$ cat src/rtl/core/mfd_pkg.sv
`default_nettype none

package mfd_pkg;

   // Longest read, in bytes
   localparam logic [10:0] MAX_BYTES = 11'd1024;

   // Length of the A1 sync mark, in pulses
   localparam logic [3:0] MARK_LEN = 4'd14;

   // Register reset values
   localparam logic [7:0] MEDIUM_MIN_RST = 8'd40;
   localparam logic [7:0] LONG_MIN_RST   = 8'd56;
   localparam logic [7:0] SYNC_RUN_RST   = 8'd80;

   // Bits per byte
   localparam logic [3:0] BYTE_BITS = 4'd8;

   // Request opcodes
   localparam logic [1:0] OP_START   = 2'd0;
   localparam logic [1:0] OP_PULSE   = 2'd1;
   localparam logic [1:0] OP_TIMEOUT = 2'd2;

   // Register indexes
   localparam logic [1:0] CSR_MEDIUM_MIN = 2'd0;
   localparam logic [1:0] CSR_LONG_MIN   = 2'd1;
   localparam logic [1:0] CSR_SYNC_RUN   = 2'd2;

   // Pulse class
   typedef enum logic [1:0] {
      CLS_S,
      CLS_M,
      CLS_L
   } cls_type;

   // Deframer mode
   typedef enum logic [2:0] {
      MODE_IDLE,
      MODE_HUNT,
      MODE_SKIP,
      MODE_MARK,
      MODE_DATA
   } mode_type;

   // Request beat as seen by the decode stage
   typedef struct packed {
      logic [1:0]  opcode;
      cls_type     cls;
      logic [10:0] byte_count;
   } item_type;

   // Result beat
   typedef struct packed {
      logic [7:0] data_byte;
      logic       last;
      logic       timed_out;
   } rsp_type;

   // Expected class at each position of the sync mark LMLMS LMLMS LMLM
   function automatic cls_type mark_cls(logic [3:0] idx);
      cls_type c;
      case (idx)
         4'd0, 4'd2, 4'd5, 4'd7, 4'd10, 4'd12: c = CLS_L;
         4'd1, 4'd3, 4'd6, 4'd8, 4'd11, 4'd13: c = CLS_M;
         4'd4, 4'd9:                           c = CLS_S;
         default:                              c = CLS_S;
      endcase
      return c;
   endfunction

endpackage

`default_nettype wire

$ cat src/rtl/core/mfd_classify.sv
`default_nettype none

module mfd_classify (
   input  wire logic [7:0]      interval,
   input  wire logic [7:0]      medium_min,
   input  wire logic [7:0]      long_min,
   output mfd_pkg::cls_type     cls
);
   import mfd_pkg::*;

   // Short test first: with medium_min above long_min there is no medium
   always_comb begin
      if (interval < medium_min) begin
         cls = CLS_S;
      end else if (interval < long_min) begin
         cls = CLS_M;
      end else begin
         cls = CLS_L;
      end
   end

endmodule

`default_nettype wire

$ cat src/rtl/core/mfd_core.sv
`default_nettype none

module mfd_core (
   input  wire logic                clock,
   input  wire logic                reset,
   input  wire logic                fire,
   input  wire mfd_pkg::item_type   item,
   input  wire logic [7:0]          sync_run,
   output logic                     emit,
   output mfd_pkg::rsp_type         result
);
   import mfd_pkg::*;

   typedef struct packed {
      logic [7:0]  shift;
      logic [3:0]  bits;
      logic [10:0] bytes;
   } dstate_type;

   typedef struct packed {
      dstate_type  st;
      logic        emit;
      logic        last;
      logic [7:0]  data;
   } push_type;

   // Shift one MFM bit in, MSB first; flag a finished byte
   function automatic push_type push(dstate_type s, logic b);
      push_type   r;
      logic [7:0] sh;
      logic [3:0] bl;
      sh = {s.shift[6:0], b};
      bl = s.bits - 4'd1;
      r.st = s;
      r.st.shift = sh;
      r.st.bits = bl;
      r.emit = 1'b0;
      r.last = 1'b0;
      r.data = sh;
      if (bl == 4'd0) begin
         r.emit = 1'b1;
         r.st.bits = BYTE_BITS;
         r.st.shift = 8'd0;
         if (s.bytes != 11'd0) begin
            r.st.bytes = s.bytes - 11'd1;
         end
         r.last = (r.st.bytes == 11'd0);
      end
      return r;
   endfunction

   mode_type    mode_ff, mode_in;
   logic [7:0]  short_run_left_ff, short_run_left_in;
   logic [3:0]  mark_index_ff, mark_index_in;
   logic        odd_phase_ff, odd_phase_in;
   logic [3:0]  bits_left_ff, bits_left_in;
   logic [7:0]  shift_byte_ff, shift_byte_in;
   logic [10:0] bytes_left_ff, bytes_left_in;

   logic [7:0]  run_start;
   logic [10:0] count_eff;
   dstate_type  dcur;
   push_type    p1, p2;
   logic        first_bit;
   logic        two_bits;

   // State registers
   always_ff @(posedge clock) begin
      if (reset) begin
         mode_ff           <= MODE_IDLE;
         short_run_left_ff <= 8'd0;
         mark_index_ff     <= 4'd0;
         odd_phase_ff      <= 1'b1;
         bits_left_ff      <= BYTE_BITS;
         shift_byte_ff     <= 8'd0;
         bytes_left_ff     <= 11'd0;
      end else if (fire) begin
         mode_ff           <= mode_in;
         short_run_left_ff <= short_run_left_in;
         mark_index_ff     <= mark_index_in;
         odd_phase_ff      <= odd_phase_in;
         bits_left_ff      <= bits_left_in;
         shift_byte_ff     <= shift_byte_in;
         bytes_left_ff     <= bytes_left_in;
      end
   end

   // Clamp the run length and byte count
   assign run_start = (sync_run == 8'd0) ? 8'd1 : sync_run;
   always_comb begin
      if (item.byte_count == 11'd0) begin
         count_eff = 11'd1;
      end else if (item.byte_count > MAX_BYTES) begin
         count_eff = MAX_BYTES;
      end else begin
         count_eff = item.byte_count;
      end
   end

   // Data decode: first bit, then an optional trailing one
   assign dcur      = '{shift: shift_byte_ff, bits: bits_left_ff, bytes: bytes_left_ff};
   assign first_bit = odd_phase_ff && (item.cls == CLS_S);
   assign two_bits  = odd_phase_ff ? (item.cls == CLS_L) : (item.cls != CLS_S);
   assign p1        = push(dcur, first_bit);
   assign p2        = push(p1.st, 1'b1);

   // Next state and result
   always_comb begin
      mode_in           = mode_ff;
      short_run_left_in = short_run_left_ff;
      mark_index_in     = mark_index_ff;
      odd_phase_in      = odd_phase_ff;
      bits_left_in      = bits_left_ff;
      shift_byte_in     = shift_byte_ff;
      bytes_left_in     = bytes_left_ff;
      emit              = 1'b0;
      result            = '{data_byte: 8'd0, last: 1'b0, timed_out: 1'b0};

      case (item.opcode)
         OP_START: begin
            bytes_left_in     = count_eff;
            mark_index_in     = 4'd0;
            odd_phase_in      = 1'b1;
            bits_left_in      = BYTE_BITS;
            shift_byte_in     = 8'd0;
            mode_in           = MODE_HUNT;
            short_run_left_in = run_start;
         end
         OP_TIMEOUT: begin
            if (mode_ff != MODE_IDLE) begin
               mode_in = MODE_IDLE;
               emit    = 1'b1;
               result  = '{data_byte: 8'd0, last: 1'b1, timed_out: 1'b1};
            end
         end
         OP_PULSE: begin
            case (mode_ff)
               MODE_HUNT: begin
                  if (item.cls != CLS_S) begin
                     short_run_left_in = run_start;
                  end else begin
                     short_run_left_in = short_run_left_ff - 8'd1;
                     if (short_run_left_in == 8'd0) begin
                        mode_in = MODE_SKIP;
                     end
                  end
               end
               MODE_SKIP: begin
                  if (item.cls == CLS_M) begin
                     mode_in       = MODE_MARK;
                     mark_index_in = 4'd0;
                  end else if (item.cls == CLS_L) begin
                     mode_in           = MODE_HUNT;
                     short_run_left_in = run_start;
                  end
               end
               MODE_MARK: begin
                  if (mark_index_ff >= MARK_LEN || item.cls != mark_cls(mark_index_ff)) begin
                     mark_index_in     = 4'd0;
                     mode_in           = MODE_HUNT;
                     short_run_left_in = run_start;
                  end else if (mark_index_ff + 4'd1 == MARK_LEN) begin
                     mark_index_in = 4'd0;
                     mode_in       = MODE_DATA;
                     odd_phase_in  = 1'b1;
                     bits_left_in  = BYTE_BITS;
                     shift_byte_in = 8'd0;
                  end else begin
                     mark_index_in = mark_index_ff + 4'd1;
                  end
               end
               MODE_DATA: begin
                  // Phase: odd M goes even, even M or L goes odd
                  if (odd_phase_ff && item.cls == CLS_M) begin
                     odd_phase_in = 1'b0;
                  end else if (!odd_phase_ff && item.cls != CLS_S) begin
                     odd_phase_in = 1'b1;
                  end
                  if (p1.emit && (p1.last || !two_bits)) begin
                     // drop the second bit after the final byte
                     shift_byte_in = p1.st.shift;
                     bits_left_in  = p1.st.bits;
                     bytes_left_in = p1.st.bytes;
                  end else if (two_bits) begin
                     shift_byte_in = p2.st.shift;
                     bits_left_in  = p2.st.bits;
                     bytes_left_in = p2.st.bytes;
                  end else begin
                     shift_byte_in = p1.st.shift;
                     bits_left_in  = p1.st.bits;
                     bytes_left_in = p1.st.bytes;
                  end
                  if (p1.emit) begin
                     emit   = 1'b1;
                     result = '{data_byte: p1.data, last: p1.last, timed_out: 1'b0};
                     if (p1.last) begin
                        mode_in = MODE_IDLE;
                     end
                  end else if (two_bits && p2.emit) begin
                     emit   = 1'b1;
                     result = '{data_byte: p2.data, last: p2.last, timed_out: 1'b0};
                     if (p2.last) begin
                        mode_in = MODE_IDLE;
                     end
                  end
               end
               default: begin
               end
            endcase
         end
         default: begin
         end
      endcase
   end

   // Bit counter stays within one byte
   assert property (@(posedge clock) disable iff (reset)
      bits_left_ff != 4'd0 && bits_left_ff <= BYTE_BITS)
      else $error("mfd_core: bit counter out of range");

   // Mark position never runs past the mark
   assert property (@(posedge clock) disable iff (reset)
      mark_index_ff < MARK_LEN)
      else $error("mfd_core: mark index past end of mark");

   // A start beat never yields a result
   assert property (@(posedge clock) disable iff (reset)
      emit |-> item.opcode != OP_START)
      else $error("mfd_core: result on start beat");

   // A timeout or last byte leaves the block idle
   assert property (@(posedge clock) disable iff (reset)
      fire && emit && result.last |=> mode_ff == MODE_IDLE)
      else $error("mfd_core: not idle after final beat");

   // Data mode always has bytes outstanding
   assert property (@(posedge clock) disable iff (reset)
      mode_ff == MODE_DATA |-> bytes_left_ff != 11'd0)
      else $error("mfd_core: data mode with no bytes left");

endmodule

`default_nettype wire

$ cat src/rtl/core/mfm_pulse_deframer_top.sv
// MFM pulse deframer.
// Request channel (req_valid/req_stall): one beat per opcode; start read
// carries req_byte_count, pulse carries req_interval, timeout carries nothing.
// Result channel (rsp_valid/rsp_stall): one beat per decoded byte, or one
// error beat (rsp_timed_out and rsp_last high, zero data) when a timeout ends
// an active read. rsp_last marks the final byte of the requested count.
// Register port (csr_write/csr_index/csr_wdata): medium_min, long_min and
// sync_run thresholds; write only while no beats are in flight.
// Path: an accepted request beat is held in the input register, then decoded
// when it advances, and its result is loaded into the result register that
// drives rsp_valid.
// Throughput: one request beat per cycle while req_stall is low; the decode
// stage updates all state for a beat in a single step.
// Reset clears the thresholds to 40/56/80 and returns the deframer to idle,
// where pulses and timeouts are dropped until a start read arrives.
// When the receiver stalls, the pending result holds in the result register;
// beats that produce no result keep moving, and one more beat is held in the
// input register before req_stall rises.
`default_nettype none

module mfm_pulse_deframer_top (
   input  wire logic        clock,
   input  wire logic        reset,
   input  wire logic        req_valid,
   output logic             req_stall,
   input  wire logic [1:0]  req_opcode,
   input  wire logic [7:0]  req_interval,
   input  wire logic [10:0] req_byte_count,
   output logic             rsp_valid,
   input  wire logic        rsp_stall,
   output logic [7:0]       rsp_data_byte,
   output logic             rsp_last,
   output logic             rsp_timed_out,
   input  wire logic        csr_write,
   input  wire logic [1:0]  csr_index,
   input  wire logic [7:0]  csr_wdata
);
   import mfd_pkg::*;

   logic [7:0]  medium_min_ff;
   logic [7:0]  long_min_ff;
   logic [7:0]  sync_run_ff;

   logic        in_valid_ff, in_valid_in;
   logic [1:0]  in_opcode_ff;
   logic [7:0]  in_interval_ff;
   logic [10:0] in_byte_count_ff;

   logic        rsp_valid_ff, rsp_valid_in;
   rsp_type     rsp_ff;

   cls_type     cls;
   item_type    item;
   logic        emit;
   rsp_type     result;
   logic        req_take;
   logic        advance;

   // Threshold registers
   always_ff @(posedge clock) begin
      if (reset) begin
         medium_min_ff <= MEDIUM_MIN_RST;
         long_min_ff   <= LONG_MIN_RST;
         sync_run_ff   <= SYNC_RUN_RST;
      end else if (csr_write) begin
         case (csr_index)
            CSR_MEDIUM_MIN: medium_min_ff <= csr_wdata;
            CSR_LONG_MIN:   long_min_ff   <= csr_wdata;
            CSR_SYNC_RUN:   sync_run_ff   <= csr_wdata;
            default: begin
            end
         endcase
      end
   end

   // Advance the held beat unless its result would overwrite a stalled one
   assign advance   = in_valid_ff && (!rsp_valid_ff || !rsp_stall || !emit);
   assign req_stall = in_valid_ff && !advance;
   assign req_take  = req_valid && !req_stall;

   always_comb begin
      if (req_take) begin
         in_valid_in = 1'b1;
      end else if (advance) begin
         in_valid_in = 1'b0;
      end else begin
         in_valid_in = in_valid_ff;
      end
   end

   // Input register
   always_ff @(posedge clock) begin
      if (reset) begin
         in_valid_ff <= 1'b0;
      end else begin
         in_valid_ff <= in_valid_in;
      end
   end

   always_ff @(posedge clock) begin
      if (req_take) begin
         in_opcode_ff     <= req_opcode;
         in_interval_ff   <= req_interval;
         in_byte_count_ff <= req_byte_count;
      end
   end

   mfd_classify u_classify (
      .interval   (in_interval_ff),
      .medium_min (medium_min_ff),
      .long_min   (long_min_ff),
      .cls        (cls)
   );

   assign item = '{opcode: in_opcode_ff, cls: cls, byte_count: in_byte_count_ff};

   mfd_core u_core (
      .clock    (clock),
      .reset    (reset),
      .fire     (advance),
      .item     (item),
      .sync_run (sync_run_ff),
      .emit     (emit),
      .result   (result)
   );

   // Result register: load a new beat, or drop the one taken
   always_comb begin
      if (advance && emit) begin
         rsp_valid_in = 1'b1;
      end else if (rsp_valid_ff && !rsp_stall) begin
         rsp_valid_in = 1'b0;
      end else begin
         rsp_valid_in = rsp_valid_ff;
      end
   end

   always_ff @(posedge clock) begin
      if (reset) begin
         rsp_valid_ff <= 1'b0;
      end else begin
         rsp_valid_ff <= rsp_valid_in;
      end
   end

   always_ff @(posedge clock) begin
      if (advance && emit) begin
         rsp_ff <= result;
      end
   end

   assign rsp_valid     = rsp_valid_ff;
   assign rsp_data_byte = rsp_ff.data_byte;
   assign rsp_last      = rsp_ff.last;
   assign rsp_timed_out = rsp_ff.timed_out;

   // A stalled result is never overwritten
   assert property (@(posedge clock) disable iff (reset)
      rsp_valid_ff && rsp_stall |-> !(advance && emit))
      else $error("mfm_pulse_deframer_top: stalled result overwritten");

   // The held request beat is not replaced while it waits
   assert property (@(posedge clock) disable iff (reset)
      in_valid_ff && !advance |-> !req_take)
      else $error("mfm_pulse_deframer_top: held request beat replaced");

   // An error beat always closes the read
   assert property (@(posedge clock) disable iff (reset)
      rsp_valid_ff && rsp_timed_out |-> rsp_last && rsp_data_byte == 8'd0)
      else $error("mfm_pulse_deframer_top: malformed error beat");

endmodule

`default_nettype wire
$ cat config.mk
export PLATFORM = sky130hd
export DESIGN_NAME = mfm_pulse_deframer_top
export DESIGN_NICKNAME = d
export VERILOG_FILES = /design/src/rtl/core/mfd_pkg.sv /design/src/rtl/core/mfd_classify.sv /design/src/rtl/core/mfd_core.sv /design/src/rtl/core/mfm_pulse_deframer_top.sv
export SDC_FILE = /design/constraint.sdc
export NUM_CORES = 1
export LEC_CHECK = 0
export BUFFER_PORTS_ARGS = -buffer_cell sky130_fd_sc_hd__buf_4
export CORE_UTILIZATION = 40
export DETAILED_ROUTE_END_ITERATION = 7
export PLACE_DENSITY = 0.58
export REMOVE_ABC_BUFFERS = 1
export SYNTH_ARGS = -nofsm -noshare
export SYNTH_HDL_FRONTEND = slang
export SYNTH_SLANG_ARGS = --single-unit
$ cat constraint.sdc
create_clock -name clock -period 7.8 [get_ports clock]
set_input_delay 0.39 -clock clock [delete_from_list [all_inputs] [get_ports clock]]
set_output_delay 0.39 -clock clock [all_outputs]
set_load 0.02 [all_outputs]
==> results.yml, run 1 <==
outcome:
  run_status: "finished with violations"
  violated_checks: "DRC"
final_layout:
  final_cell_mix: "sky130_fd_sc_hd__nor2_1 (91), sky130_fd_sc_hd__a21oi_1 (75), sky130_fd_sc_hd__dfxtp_1 (66)"
  insertedDiodeCount: 0
  finish.net_count: 822
  layout_overhead_on_the_synthesized_area_pct: 12.4
  post_route_cells_drive_above_1_share_pct: 13.0
  final_common_cell: "sky130_fd_sc_hd__nor2_1"
yosys:
  synth_seq_cells: 97
  arithmetic_cell_share_of_the_synthesized_area_counting_full_adders_half_adders_and_majority_gates_pct: 6.34
  synth_xor_area_share_pct: 3.01
  post_synth_mux_area_share_pct: 3.34
  ys_dominant_reg_cell: "sky130_fd_sc_hd__dfxtp_1"
  yosys_warnings: 0
  cell_types_occupying_the_most_area_after_synthesis: "sky130_fd_sc_hd__dfxtp_1 (22%), sky130_fd_sc_hd__edfxtp_1 (15%), sky130_fd_sc_hd__ha_1 (6.3%)"
  post_synthesis_async_set_or_reset_flop_share_pct: 0
  netlist.area_leader.share_pct: 21.6
  post_synth_instance_area_sq_um: 6110
  synthSimpleGateAreaFrac_pct: 23.5
  post-synth-top-area-cell: "sky130_fd_sc_hd__dfxtp_1"
  yosysUniqueCellTypes: 84
  number_of_enable_flip_flop_cells_after_synthesis: 31
  syn_area_per_cell_sq_um: 8.38
  post_synth_inst_count: 730
  seq_area_frac_synth_pct: 36.8
  synth_compound_area_share_pct: 21.8
  combinational_family_with_the_most_area_after_synthesis: "simple AND/OR/NAND/NOR gates"
clock_tree:
  post-cts-setup-buffers: 0
  clkSlewWorstSetupHoldPaths_ns: 0.07
  deepest_clock_path_buffer_count: 2
  cts.sink_count: 97
  numCtsBuffers: 9
  clock-root-buffer: "sky130_fd_sc_hd__clkbuf_16"
  clock_latency_ns: 0.35
  cts_tree: "yes"
  htree_num_levels: 3
  cts_resized: 0
  cts.hold.buffers_added: 0
timing:
  final_max_slew_viol_count: 0
  timing.slew.headroom_pct: 31.1
  timing.fmax_mhz: 217
  timing.setup.tns_ns: 0
  hold_slack_ns: 0.214
  period_minus_slack_ns: 4.61
  unrepaired_setup_endpoints_after_global_routing: "no"
  worst_clock_skew_on_the_final_layout_ns: 0.0103
  tightestPinTransition_ns: 1.03
  hold_viol_final: 0
  report.final.setup_viol: 0
  final_min_period_over_clock_period_pct: 59.1
pwr:
  comb_power_share_pct: 16.0
  power_report.internal_total_mw: 0.866
  vdd_ir_drop_max_uv: 100
  p_sw_share_pct: 28.3
  power_frac_clock_pct: 38.0
  cellPowerDensity_nw_per_um2: 176
  share_of_total_power_in_sequential_cells_pct: 46.0
  net-switching-power_mw: 0.342
  leakage_nw: 2.65
drt:
  drt_iter0_drc: 454
  detail_route.wirelength_microns: 14900
  drcViolationCount: 4
  dr_total_vias: 5350
  avgViaCountPerCell: 5.67
  route.detailed.wl_per_inst_microns: 15.7
  first_pass_iters: 7
  ant_nets: 0
floorplan:
  vert_die_dim_microns: 126
  io_pins: 48
  rows: 44
  die_w_microns: 126
  floorplan.initialDensity_pct: 41.6
  die_area_sq_um: 15800
  core-area_sq_um: 14700
global_routing:
  grt-ovfl-total: 0
  grt_pass1_wl_microns: 25100
  grt_start_max_net_pins: 70
  first_global_vias: 5089
  grt_use_total_pct: 19.4
  antenna_found_initial: 0
run:
  cap_viol_max_count: 0
setup_path:
  worstPathRequired_ns: 8.06
  startpoint_type: "register"
  worstSetupEndpointType: "register"
  path_max_fanout: 20
  timing.setup.critical_path_class: "reg -> reg"
  timing.critical_path.arrival_ns: 4.87
placed_design:
  post-dp-hpwl_microns: 11000
  io_buf_count: 47
  place_congestion: 0.854
worst_hold_path:
  min_path_type: "in -> reg"
## critical path, cell delays in order, from the launching register on
cell and delay [ns]:
sky130_fd_sc_hd__dfxtp_1 0.39, sky130_fd_sc_hd__inv_1 0.10, sky130_fd_sc_hd__ha_1 0.29, sky130_fd_sc_hd__and2_1 0.21, sky130_fd_sc_hd__a21oi_1 0.31, sky130_fd_sc_hd__o21a_1 0.74, sky130_fd_sc_hd__nor2_4 0.10, sky130_fd_sc_hd__xnor2_1 0.37
sky130_fd_sc_hd__ha_1 0.28, sky130_fd_sc_hd__nand4b_1 0.13, sky130_fd_sc_hd__o221ai_2 0.29, sky130_fd_sc_hd__nand3_1 0.23, sky130_fd_sc_hd__o31a_1 0.32, sky130_fd_sc_hd__nor3_2 0.33, sky130_fd_sc_hd__o21ai_2 0.16, sky130_fd_sc_hd__a211oi_2 0.25
## worst paths after layout
kind / start / to / slack [ns] / cells after the start
setup / recovery: u_core.bits_left_ff[0] / u_core.mode_ff[0] / 3.19 / 15
hold / removal: req_byte_count[5] / in_byte_count_ff[5] / 0.21 / 1
setup reg to reg: u_core.bits_left_ff[0] / u_core.mode_ff[0] / 3.19 / 15
hold reg to reg: long_min_ff[6] / long_min_ff[6] / 0.46 / 2
## area by class of cell
class / instances / area (sq um)
sequential: 97 / 2250
clock inverter: 6 / 76.3
fill: 1409 / 7820
clock buffer: 10 / 229
multi-input combinational: 552 / 3540
tap: 184 / 230
inverter: 45 / 169
timing repair buffer: 50 / 375
## through the flow
| stage | setup slack [ns] | power, mW | utilization [%] | area, sq um | instances |
|---|---|---|---|---|---|
| 2_1_floorplan | 3.93 | 0.695 | - | 5960 | 694 |
| 3_3_place_gp | 3.46 | 0.756 | 44.7 | 6570 | 928 |
| 3_5_place_dp | 3.28 | 0.758 | 44.7 | 6570 | 928 |
| 4_1_cts | 3.22 | 1.22 | 46.8 | 6880 | 944 |
| 5_1_grt | 2.77 | 1.26 | 46.8 | 6880 | 944 |
| 6_report | 3.19 | 1.21 | 46.8 | 6880 | 944 |
## layer usage
layer,up-vias,routed length (microns),global-route usage (%)
met5,-,0,0
met4,0,225,6.81
met3,19,790,2.76
met2,154,6450,29.9
met1,2488,7400,27.7
li1,2689,-,-
## power by group through the flow
| stage | logic [mW] | clock network [mW] | registers (mW) |
|---|---|---|---|
| after floorplan | 0.133 | 0 | 0.561 |
| after global placement | 0.189 | 0 | 0.567 |
| after detailed placement | 0.190 | 0 | 0.567 |
| after CTS | 0.192 | 0.472 | 0.556 |
| after global routing | 0.216 | 0.490 | 0.559 |
| final | 0.193 | 0.459 | 0.556 |
## synth_stat cells (4+ instances only)
cell and n:
sky130_fd_sc_hd__nor2_1 91, sky130_fd_sc_hd__a21oi_1 75, sky130_fd_sc_hd__dfxtp_1 66, sky130_fd_sc_hd__nand2_1 65
sky130_fd_sc_hd__inv_1 45, sky130_fd_sc_hd__nor3_1 32, sky130_fd_sc_hd__edfxtp_1 31, sky130_fd_sc_hd__ha_1 31
sky130_fd_sc_hd__clkbuf_1 25, sky130_fd_sc_hd__o21ai_0 19, sky130_fd_sc_hd__mux2i_1 17, sky130_fd_sc_hd__nand2b_1 13
sky130_fd_sc_hd__xnor2_1 13, sky130_fd_sc_hd__nor4_1 12, sky130_fd_sc_hd__and3_1 9, sky130_fd_sc_hd__nand3_1 9
sky130_fd_sc_hd__a221oi_1 8, sky130_fd_sc_hd__a22oi_1 8, sky130_fd_sc_hd__buf_2 8, sky130_fd_sc_hd__xor2_1 8
sky130_fd_sc_hd__a211o_1 7, sky130_fd_sc_hd__a31oi_1 7, sky130_fd_sc_hd__nand3b_1 7, sky130_fd_sc_hd__a21o_1 6
sky130_fd_sc_hd__nor2b_1 6, sky130_fd_sc_hd__o211ai_1 6, sky130_fd_sc_hd__o21bai_1 6, sky130_fd_sc_hd__or2_2 6
sky130_fd_sc_hd__a211oi_1 5, sky130_fd_sc_hd__o21a_1 5, sky130_fd_sc_hd__o21ai_2 4, sky130_fd_sc_hd__or3_1 4
## kinds of logic (layout without fill, tap and decap cells)
group / after synthesis / in the layout
xor gates and xnor gates: 21 / 21
adders and majority gates: 31 / 31
muxes: 20 / 20
and+or+nand+nor: 285 / 285
buffers and inverters: 81 / 111
AOI/OAI and AO/OA: 195 / 195
DFF: 97 / 97
## flip-flops by register name, indices dropped and copies added, names as in the netlist, named ones only
name and flops:
u_core.short_run_left_ff 8, rsp_data_byte 8, sync_run_ff 8, in_valid_ff 1
u_core.bytes_left_ff 11, in_byte_count_ff 11, long_min_ff 8, u_core.bits_left_ff 4
u_core.odd_phase_ff 1, in_opcode_ff 2, in_interval_ff 8, rsp_timed_out 1
u_core.shift_byte_ff 7, medium_min_ff 8, rsp_valid 1, u_core.mark_index_ff 4
u_core.mode_ff 3, rsp_last 1
(Power assumes the default switching activity.)
==> run 2, diff against run 1 <==
Clock period 7.8 ns to 4.6 ns, I/O delays scaled along.
==> run 2 against run 1 <==
Effect of this change:
- the run still ends with DRC left
- final cell count up 1.1%
- setup slack lost 2.7 ns
- via count rose by 2.1%
- total power increased by 68%
- sequential cell count stayed put
- die area did not move
- clock-buffer cell count is 5 higher
- register-to-register slack worse by 2.7 ns
- utilization rose by 0.46 points
==> results.yml, run 2 (synthesis results as in run 1) <==
outcome:
  run_status: "finished with violations"
  violated_checks: "DRC"
global_routing:
  grt_start_max_net_pins: 63
  grt_pass1_wl_microns: 25800
  grt-ovfl-total: 0
  grt_use_total_pct: 20.4
  first_global_vias: 5107
  antenna_found_initial: 0
final_layout:
  largest_registers: "in_byte_count_ff: 11 flops, u_core.bytes_left_ff: 11 flops"
  final_common_cell: "sky130_fd_sc_hd__nor2_1"
  layout_overhead_on_the_synthesized_area_pct: 13.5
  num-fill-cells: 1408
  post_route_cells_drive_above_1_share_pct: 13.9
  design_area_sq_um: 6940
  insertedDiodeCount: 0
  finish.net_count: 832
  final_cell_mix: "sky130_fd_sc_hd__nor2_1 (91), sky130_fd_sc_hd__a21oi_1 (75), sky130_fd_sc_hd__dfxtp_1 (66)"
  layoutNonFillerInstCount: 954
setup_path:
  worstPathRequired_ns: 4.84
  cp_cell_sequence: "ha_1, a211o_1, a21oi_1, o211ai_1, o211ai_1, a211oi_4, o31ai_2, nand3_2, nor3_1, a21oi_1, nor2_1, inv_1, ha_1, or2_2, mux2i_1, o21bai_1, nand4_1, o211ai_2"
  worstSetupEndpointType: "register"
  critical_path_depth: 18
  timing.setup.critical_path_class: "reg -> reg"
  beginning_of_the_worst_register_to_register_path: "in_interval_ff[7]"
  crit_buf_inv: 1
  crit_path_start: "in_interval_ff[7]"
  r2r_setup_slk_ns: 0.53
  timing.critical_path.max_delay_family: "compound AO/OA/AOI/OAI gates"
  slowest_delay_ns: 0.42
  critical_path.slowest_cell: "sky130_fd_sc_hd__edfxtp_1"
  timing.critical_path.arrival_ns: 4.31
  startpoint_type: "register"
  reg2reg_depth: 18
  path_max_fanout: 8
drt:
  route.detailed.wl_per_inst_microns: 16.2
  detail_route.wirelength_microns: 15500
  ant_nets: 0
  drcViolationCount: 4
  first_pass_iters: 7
  dr_total_vias: 5465
  avgViaCountPerCell: 5.73
  drt_iter0_drc: 456
timing:
  hold_slack_ns: 0.0500
  report.final.setup_viol: 0
  tightestPinTransition_ns: 0.947
  hold_viol_final: 0
  final_max_slew_viol_count: 0
  worst_clock_skew_on_the_final_layout_ns: 0.0116
  unrepaired_setup_endpoints_after_global_routing: "no"
  period_minus_slack_ns: 4.07
  timing.fmax_mhz: 246
  timing.setup.tns_ns: 0
  timing.slew.headroom_pct: 36.6
  final_min_period_over_clock_period_pct: 88.5
pwr:
  power_frac_clock_pct: 37.2
  comb_power_share_pct: 16.7
  p_sw_share_pct: 27.5
  total_power_mw: 2.04
  vdd_ir_drop_max_uv: 186
  share_of_total_power_in_sequential_cells_pct: 46.2
  leakage_nw: 2.70
  net-switching-power_mw: 0.559
  cellPowerDensity_nw_per_um2: 293
  power_report.internal_total_mw: 1.48
floorplan:
  vert_die_dim_microns: 126
  core-area_sq_um: 14700
  die_w_microns: 126
  floorplan.initialDensity_pct: 41.6
  die_area_sq_um: 15800
  rows: 44
  io_pins: 48
worst_hold_path:
  min_path_type: "in -> reg"
  hold_path_startpoint: "req_interval[1]"
  hold-path-endpoint: "in_interval_ff[1]"
  hold_depth: 1
clock_tree:
  deepest_clock_path_buffer_count: 2
  numCtsBuffers: 9
  cts_resized: 0
  clock_latency_ns: 0.35
  clkSlewWorstSetupHoldPaths_ns: 0.07
  post-cts-setup-buffers: 0
  htree_num_levels: 3
  cts.hold.buffers_added: 0
  clock-root-buffer: "sky130_fd_sc_hd__clkbuf_16"
  cts.sink_count: 97
  cts_tree: "yes"
placed_design:
  post-dp-hpwl_microns: 11600
  post_place_cell_area_sq_um: 6650
  dpl.cell_count: 938
  io_buf_count: 47
  place_congestion: 0.928
run:
  cap_viol_max_count: 0
run 2: worst max-delay path by stage:
stage / slack, ns / end
6_report: 0.53 / register
5_1_grt: 0.20 / register
4_1_cts: 0.56 / register
3_5_place_dp: 0.57 / register
3_3_place_gp: 0.73 / register
2_1_floorplan: 0.73 / register
run 2: worst reg2reg max path, delay by kind of cell (launching register included):
kind,cells,cell delay (ns)
multiplexers,1,0.16
AND/OR/NAND/NOR,5,1.02
AO/OA/AOI/OAI,9,1.76
buffers and inverters,1,0.09
flip-flops,1,0.42
adder cells (fa/ha/maj),2,0.50
run 2: through the flow:
stage / utilization (%) / setup WS, ns
floorplan: - / 0.732
global placement: 45.2 / 0.725
global route: 47.2 / 0.202
detailed placement: 45.2 / 0.568
finish: 47.2 / 0.527
CTS: 47.2 / 0.555
run 2: per-layer routing:
metal	vias up	track usage (%)	share of wire, %
met5	-	0	0
met2	143	31.9	45
li1	2720	-	-
met3	21	2.68	4.2
met4	0	7.68	1.8
met1	2581	28.6	49
run 2: power groups by stage:
stage	Sequential [mW]	Clock [mW]	Combinational, mW
4_1_cts	0.940	0.772	0.337
2_1_floorplan	0.952	0	0.226
3_5_place_dp	0.959	0	0.335
6_report	0.940	0.756	0.339
3_3_place_gp	0.958	0	0.330
5_1_grt	0.944	0.811	0.376
run 2: layout make-up:
cell class                      count  area [sq um]  share of cell area [%]
Clock inverter                      1          8.76                   0.126
Timing Repair Buffer               60           450                    6.49
Inverter                           45           169                    2.43
Sequential cell                    97          2250                    32.4
Clock buffer                       15           289                    4.16
Multi-Input combinational cell    552          3540                    51.0
Tap cell                          184           230                    3.32
==> run 3, diff against run 2 <==
Settings changed: CORE_UTILIZATION 40 to 60, PLACE_DENSITY 0.58 to 0.81.
==> run 3 against run 2 <==
Effect of this change:
- sequential power increased by 0.4%
- setup slack got worse by 0.24 ns
- first-iteration DRC count increased by 19%
- clock skew increased by 0.0051 ns
- via count increased by 1.9%
- highest routed layer unchanged
- clock power decreased by 27%
- combinational power decreased by 1%
- total power decreased by 9.9%
- largest cell class unchanged
- the flow now finishes without violations
- global-route usage increased by 8.4 points
- die area decreased by 33%
- register-to-register slack got worse by 0.24 ns
==> results.yml, run 3 (synthesis results as in run 1) <==
outcome:
  run_status: "complete, no violations"
worst_hold_path:
  min_path_type: "in -> reg"
final_layout:
  insertedDiodeCount: 0
  final_common_cell: "sky130_fd_sc_hd__nor2_1"
  largest_registers: "in_byte_count_ff: 11 flops, u_core.bytes_left_ff: 11 flops"
  post_route_cells_drive_above_1_share_pct: 14.1
  final_cell_mix: "sky130_fd_sc_hd__nor2_1 (91), sky130_fd_sc_hd__a21oi_1 (74), sky130_fd_sc_hd__dfxtp_1 (66)"
  layoutNonFillerInstCount: 900
  finish.net_count: 829
  layout_overhead_on_the_synthesized_area_pct: 10.5
  finalCoreUtilization_pct: 68.8
placed_design:
  post-dp-hpwl_microns: 10800
  place_congestion: 0.925
  io_buf_count: 47
  place_worst_setup_slack_ns: 0.388
  dpl.cell_count: 884
floorplan:
  die_w_microns: 103
  core-area_sq_um: 9820
  rows: 36
  io_pins: 48
  floorplan.initialDensity_pct: 62.3
  vert_die_dim_microns: 103
  die_area_sq_um: 10600
setup_path:
  path_max_fanout: 12
  timing.setup.critical_path_class: "reg -> reg"
  worstSetupEndpointType: "register"
  worstPathRequired_ns: 4.85
  startpoint_type: "register"
  timing.critical_path.arrival_ns: 4.56
clock_tree:
  clock_latency_ns: 0.38
  post-cts-setup-buffers: 0
  deepest_clock_path_buffer_count: 2
  clkSlewWorstSetupHoldPaths_ns: 0.10
  htree_num_levels: 3
  clock-root-buffer: "sky130_fd_sc_hd__clkbuf_8"
  numCtsBuffers: 9
  cts_tree: "yes"
  cts.sink_count: 97
global_routing:
  grt_pass1_wl_microns: 23800
  grt_use_total_pct: 28.8
  grt_start_max_net_pins: 70
  antenna_found_initial: 0
  first_global_vias: 4940
  grt-ovfl-total: 0
drt:
  dr_total_vias: 5570
  route.detailed.wl_per_inst_microns: 16.2
  first_pass_iters: 5
  avgViaCountPerCell: 6.19
  ant_nets: 0
  detail_route.wirelength_microns: 14600
  drt_iter0_drc: 541
  drcViolationCount: 0
run:
  cap_viol_max_count: 0
pwr:
  leakage_nw: 2.64
  cellPowerDensity_nw_per_um2: 271
  vdd_ir_drop_max_uv: 225
timing:
  hold_viol_final: 0
  timing.fmax_mhz: 232
  period_minus_slack_ns: 4.31
  unrepaired_setup_endpoints_after_global_routing: "no"
  hold_slack_ns: 0.0230
  final_max_slew_viol_count: 0
  timing.setup.tns_ns: 0
  post-route-worst-setup-slack_ns: 0.289
  timing.slew.headroom_pct: 33.0
  report.final.setup_viol: 0
  final_min_period_over_clock_period_pct: 93.7
  worst_clock_skew_on_the_final_layout_ns: 0.0167
  tightestPinTransition_ns: 1.00
run 3: per-stage QoR:
step           cell area, sq um  power (mW)
2_1_floorplan              5960        1.18
3_3_place_gp               6560        1.28
3_5_place_dp               6560        1.29
4_1_cts                    6750        1.83
5_1_grt                    6760        1.91
6_report                   6760        1.83
run 3: final timing paths:
check        slack (ns)           endpoint  cells after the start              startpoint
max                0.29           register                     20  u_core.bits_left_ff[0]
min                0.02  in_interval_ff[4]                      1         req_interval[4]
max reg2reg        0.29           register                     20  u_core.bits_left_ff[0]
min reg2reg        0.47     long_min_ff[7]                      2          long_min_ff[7]
run 3: area by class of cell:
cell class,count,area [sq um]
clock buffer,9,124
clock inverter,7,71.3
fill,803,3060
inverter,45,169
multi-input combinational,552,3550
sequential,97,2250
tap,133,166
timing repair buffer,57,428
run 3: timing repair:
| item | CTS | global route |
|---|---|---|
| endpoints found under the setup margin | 0 | 1 |
| resized for setup | 0 | 1 |
| hold buffers | 0 | 0 |
run 3: worst max-delay path, cell delays in order (launching register included):
cell and delay, ns:
sky130_fd_sc_hd__dfxtp_1 0.40, sky130_fd_sc_hd__inv_1 0.10, sky130_fd_sc_hd__ha_1 0.29, sky130_fd_sc_hd__and2_1 0.20, sky130_fd_sc_hd__a21oi_1 0.29, sky130_fd_sc_hd__o211a_2 0.30
sky130_fd_sc_hd__or3_4 0.18, sky130_fd_sc_hd__a211oi_4 0.06, sky130_fd_sc_hd__buf_4 0.20, sky130_fd_sc_hd__o31ai_2 0.38, sky130_fd_sc_hd__nand3_2 0.26, sky130_fd_sc_hd__nor3_1 0.28
sky130_fd_sc_hd__a21oi_1 0.08, sky130_fd_sc_hd__nor2_1 0.15, sky130_fd_sc_hd__inv_1 0.09, sky130_fd_sc_hd__ha_1 0.20, sky130_fd_sc_hd__or2_2 0.29, sky130_fd_sc_hd__mux2i_1 0.15
sky130_fd_sc_hd__o21bai_1 0.08, sky130_fd_sc_hd__nand4_1 0.11, sky130_fd_sc_hd__o211ai_2 0.08
run 3: layer usage:
layer | track usage (%) | share of wire [%]
met1 | 41.1 | 46
met2 | 43.8 | 45
met3 | 6.31 | 7.2
met4 | 7.91 | 1.4
met5 | 0 | 0
run 3: where the power goes:
part / internal, mW / switching (mW)
Clock: 0.213 / 0.342
Sequential: 0.911 / 0.0327
Combinational: 0.133 / 0.202
Total: 1.26 / 0.576
